--- src/rtl/ramsp_pkg.sv ---
// Shared types, constants and helpers for the range add/multiply/set/sum core.
// Used by ramsp_modmul and range_add_mul_set_sum_mod_prime_core.
package ramsp_pkg;

    // Field widths
    localparam int OP_W  = 2;
    localparam int IDX_W = 10;
    localparam int VAL_W = 30;
    localparam int LEN_W = 11;

    // Stream bus widths (byte aligned)
    localparam int S_TDATA_W = 56;
    localparam int S_TUSER_W = OP_W;
    localparam int M_TDATA_W = 32;
    localparam int M_TUSER_W = 1;

    // Modulus and Barrett reduction constants
    localparam logic [VAL_W-1:0] PRIME_V = 30'd1000000007;
    localparam int               RED_W   = 32;   // width of the Barrett remainder
    localparam int               MU_W    = 32;
    localparam int               MU_SH   = 61;   // mu = floor(2^61 / p)
    localparam int               HI_SH   = 29;   // product bits dropped before mu multiply
    localparam logic [MU_W-1:0]  BARRETT_MU = MU_W'((64'd1 << MU_SH) / 64'd1000000007);

    // Latency of the pipelined modular multiplier
    localparam int MUL_LAT = 5;

    // Reset value of the length register
    localparam logic [LEN_W-1:0] LEN_RESET = 11'd1024;

    typedef logic [VAL_W-1:0] val_t;

    typedef enum logic [OP_W-1:0] {
        OP_ADD = 2'd0,
        OP_MUL = 2'd1,
        OP_SET = 2'd2,
        OP_SUM = 2'd3
    } op_t;

    typedef enum logic [2:0] {
        ST_CLEAR,
        ST_IDLE,
        ST_RUN,
        ST_DRAIN,
        ST_RESULT
    } state_t;

    // (a + b) mod p for a, b below 2^30 whose sum is below 2p
    function automatic val_t mod_add(input val_t a, input val_t b);
        logic [VAL_W:0] s;
        logic [VAL_W:0] d;
        s = {1'b0, a} + {1'b0, b};
        d = s - {1'b0, PRIME_V};
        return (s >= {1'b0, PRIME_V}) ? d[VAL_W-1:0] : s[VAL_W-1:0];
    endfunction

endpackage

--- src/rtl/ramsp_modmul.sv ---
// Pipelined modular multiplier, a * b mod p, Barrett reduction.
// Depends on ramsp_pkg.
module ramsp_modmul (
    input  logic            aclk,
    input  ramsp_pkg::val_t a,
    input  ramsp_pkg::val_t b,
    output ramsp_pkg::val_t prod
);
    import ramsp_pkg::*;

    localparam int PW = 2 * VAL_W;
    localparam int HW = PW - HI_SH;

    localparam logic [RED_W-1:0] P1 = RED_W'(PRIME_V);
    localparam logic [RED_W-1:0] P2 = RED_W'({PRIME_V, 1'b0});

    logic [PW-1:0]    p1_reg;
    logic [PW-1:0]    p2_reg;
    val_t             q_reg;
    logic [RED_W-1:0] plo_reg;
    logic [RED_W-1:0] qp_reg;
    logic [RED_W-1:0] r_reg;
    val_t             prod_reg;

    logic [HW-1:0]        hi;
    logic [HW+MU_W-1:0]   qt;
    logic [PW-1:0]        qp_full;
    logic [RED_W-1:0]     r_m1;
    logic [RED_W-1:0]     r_m2;

    assign hi      = p1_reg[PW-1:HI_SH];
    assign qt      = {{MU_W{1'b0}}, hi} * {{HW{1'b0}}, BARRETT_MU};
    assign qp_full = {{VAL_W{1'b0}}, q_reg} * {{VAL_W{1'b0}}, PRIME_V};
    assign r_m1    = r_reg - P1;
    assign r_m2    = r_reg - P2;

    always_ff @(posedge aclk) begin
        // stage 1: full product
        p1_reg  <= {{VAL_W{1'b0}}, a} * {{VAL_W{1'b0}}, b};
        // stage 2: quotient estimate, at most two below the true quotient
        p2_reg  <= p1_reg;
        q_reg   <= qt[MU_W +: VAL_W];
        // stage 3: quotient times modulus, low bits only
        plo_reg <= p2_reg[RED_W-1:0];
        qp_reg  <= qp_full[RED_W-1:0];
        // stage 4: remainder below 3p
        r_reg   <= plo_reg - qp_reg;
        // stage 5: final correction
        if (r_reg >= P2) begin
            prod_reg <= r_m2[VAL_W-1:0];
        end else if (r_reg >= P1) begin
            prod_reg <= r_m1[VAL_W-1:0];
        end else begin
            prod_reg <= r_reg[VAL_W-1:0];
        end
    end

    assign prod = prod_reg;

endmodule

--- config.mk ---
export PLATFORM = sky130hd
export DESIGN_NAME = ramsp_modmul
export DESIGN_NICKNAME = d
export VERILOG_FILES = /design/src/rtl/ramsp_pkg.sv /design/src/rtl/ramsp_modmul.sv
export SDC_FILE = /design/constraint.sdc
export NUM_CORES = 2
export LEC_CHECK = 0
export BUFFER_PORTS_ARGS = -buffer_cell sky130_fd_sc_hd__buf_2
export CORE_MARGIN = 5
export CORE_UTILIZATION = 34
export DETAILED_ROUTE_END_ITERATION = 6
export PLACE_DENSITY = 0.55
export SETUP_SLACK_MARGIN = 0.2
export SYNTH_ARGS = -nofsm -noshare
export SYNTH_HDL_FRONTEND = slang
export SYNTH_SLANG_ARGS = --single-unit
--- constraint.sdc ---
create_clock -name aclk -period 9.3 [get_ports aclk]
set_input_delay 0.465 -clock aclk [delete_from_list [all_inputs] [get_ports aclk]]
set_output_delay 0.465 -clock aclk [all_outputs]
set_load 0.1 [all_outputs]
==> results.toml <==
[critical_path]
regToRegStartpoint = "p1_reg[34]$_DFF_P_"
critPathTopFamily = "adder cells"
crit_top_cell = "fa_1"
r2r_setup_slack_ns = 0.94
crit_arrival_ns = 8.87
cp_max_fo = 9
crit_buf_inv = 6
cp.depth = 26
critPathLaunch = "p1_reg[34]$_DFF_P_"
crit_type = "reg -> reg"
reg2reg_to = "q_reg[28]$_DFF_P_"
crit_required_ns = 9.82
start_kind = "register"
ff2ff_path_depth = 26
critPathSlowestCell = "dfxtp_1"
cp-end-kind = "register"
cp_slowest_stage_delay_ns = 0.73

[yosys]
synth_area_leader_cell = "fa_1"
syn_nets = 8137
synth_top_area_frac = 0.4262
async_flop_share = 0
netlist_area_um2 = 58250
syn-instance-count = 6012
synth-edff-count = 0
yosysWarnings = 0
synth_ff_type = "dfxtp_1"
ys_seq_area_frac = 0.08523
synth_area_leaders = "fa_1, ha_1, inv_1"
ys_types = 85
ys_ff_latch = 248
avgSynthCellArea_um2 = 9.689

[global_routing]
met1_usage = 0.2446
grt_first_pass_wirelength_um = 250400
antenna_found_initial = 6
grt_usage = 0.1782
overflow = 0
met2_usage = 0.2931
top_usage_layer = "met2"
grt_max_degree = 31
grt_pass1_vias = 43610
met3_usage = 0.02633

[clocking]
cts_buffers = 28
cts_tree = "built"
cts_hold_buf = 0
cts_max_path_buffers = 3
cts_setup_buffers = 0
clkLatencyLatePin_ns = 0.58
clkTransAtPathRegs_ns = 0.06
cts-root-buf = "clkbuf_16"
clock-sinks = 248
post_cts_resized = 0
htree_levels = 1

[drt]
wl_per_cell_um = 19.05
drtIter0Drc = 2329
firstDrtPassIters = 5
routed_wl_um = 157000
detail-route-antenna-nets = 0
drc = 0
vias = 39340
vias_per_cell = 4.774

[timing]
slew_viol_final = 0
fin_crit_ns = 8.358
max_freq_ghz = 0.1196
finalCritPeriodShare = 0.8987
slew_headroom = 0.3846
setup_violations = 0
rsz0062_at_grt = "no"
fin_skew_ns = 0.01164
hold_violations = 0
worst_pin_slew_ns = 0.9230
tns_ns = 0

[floorplanning]
die_height_um = 423.9
core_um2 = 171000
die-width_um = 423.9
die_area_um2 = 179700
start_util = 0.3407
rows = 152
pin_count = 91

[hold_path]
min-delay-start = "p1_reg[4]$_DFF_P_"
hp-class = "reg -> reg"
min_path_cells = 0
whs_endpoint = "p2_reg[4]$_DFF_P_"

[final_layout]
drive_gt1_frac = 0.03831
final_common_cell = "inv_1"
fillers = 17300
largest_reg_flops = 60
fin_util = 0.3634
multi_input_area_um2 = 46780
area_growth_pct = 6.650
fin_nets = 8108
layout_common_cells = "inv_1, fa_1, ha_1"
area.sequential_um2 = 4965

[place]
dp_hpwl_um = 132400
place_congestion = 0.9066
io_buffer_count = 90

[run_status]
status = "finished, final reports clean"

[flow_run]
cap_violations = 0
## logic make-up after synthesis
| group | count (synthesis) | share of synthesized area |
|---|---|---|
| DFF | 248 | 0.08523 |
| xor gates and xnor gates | 194 | 0.02917 |
| buffers and inverters | 1727 | 0.1116 |
| AOI/OAI and AO/OA | 479 | 0.05540 |
| muxes | 2 | 0.0003437 |
| and+or+nand+nor | 1298 | 0.1151 |
| adders and majority gates | 2064 | 0.6031 |
## layer usage
| metal | vias to the layer above | wire (um) |
|---|---|---|
| li1 | 18000 | - |
| met1 | 20050 | 70360 |
| met2 | 1065 | 71690 |
| met3 | 221 | 9486 |
| met4 | 2 | 5417 |
| met5 | - | 20 |
## cells in the mapped netlist (4+ instances only)
master,number
a211o_1,7
a211oi_1,14
a21o_1,74
a21oi_1,139
a31oi_1,18
a41oi_1,6
and2_1,537
and3_1,12
and4_1,10
clkbuf_1,192
dfxtp_1,248
fa_1,1240
ha_1,824
inv_1,1530
nand2_1,474
nand2b_1,27
nand3_1,31
nand3b_1,5
nand4_1,14
nor2_1,101
nor2b_1,26
nor3_1,24
nor4_1,8
o211ai_1,11
o21a_1,18
o21ai_0,75
o21ai_1,5
o21ai_2,9
o21bai_1,24
o22ai_1,5
o31ai_1,5
o41ai_1,4
or2_2,7
or3_1,4
or4_1,6
xnor2_1,143
xor2_1,51
## final cells by class
cell class	count	share of cell area
flip-flops and latches	248	0.07992
diodes	2	0.00008056
inverters	1530	0.09244
multi-input cells	4037	0.7531
clock buffers	33	0.01206
well taps	2233	0.04497
repair buffers	138	0.01305
clock inverters	18	0.004411
## worst max-delay path by stage
stage,to
2_1_floorplan,p1_reg[49]$_DFF_P_
3_3_place_gp,p1_reg[55]$_DFF_P_
3_5_place_dp,p1_reg[55]$_DFF_P_
4_1_cts,q_reg[28]$_DFF_P_
5_1_grt,q_reg[28]$_DFF_P_
6_report,q_reg[28]$_DFF_P_
## through the flow
stage                     setup WS [ns]  hold slack (ns)  cells  instance area (um^2)
after global placement           0.5681           0.3109   8186                 61100
after global routing             0.5024           0.3282   8238                 62120
after CTS                        0.9327           0.3262   8237                 62120
after floorplan                   1.752           0.3096   6012                 58250
after detailed placement         0.4796           0.3121   8186                 61100
final                            0.9418           0.3244   8239                 62120
Power is left out: the tool's default activity adds up to more than one toggle a clock period on the data nets, which glitch-free logic cannot reach.
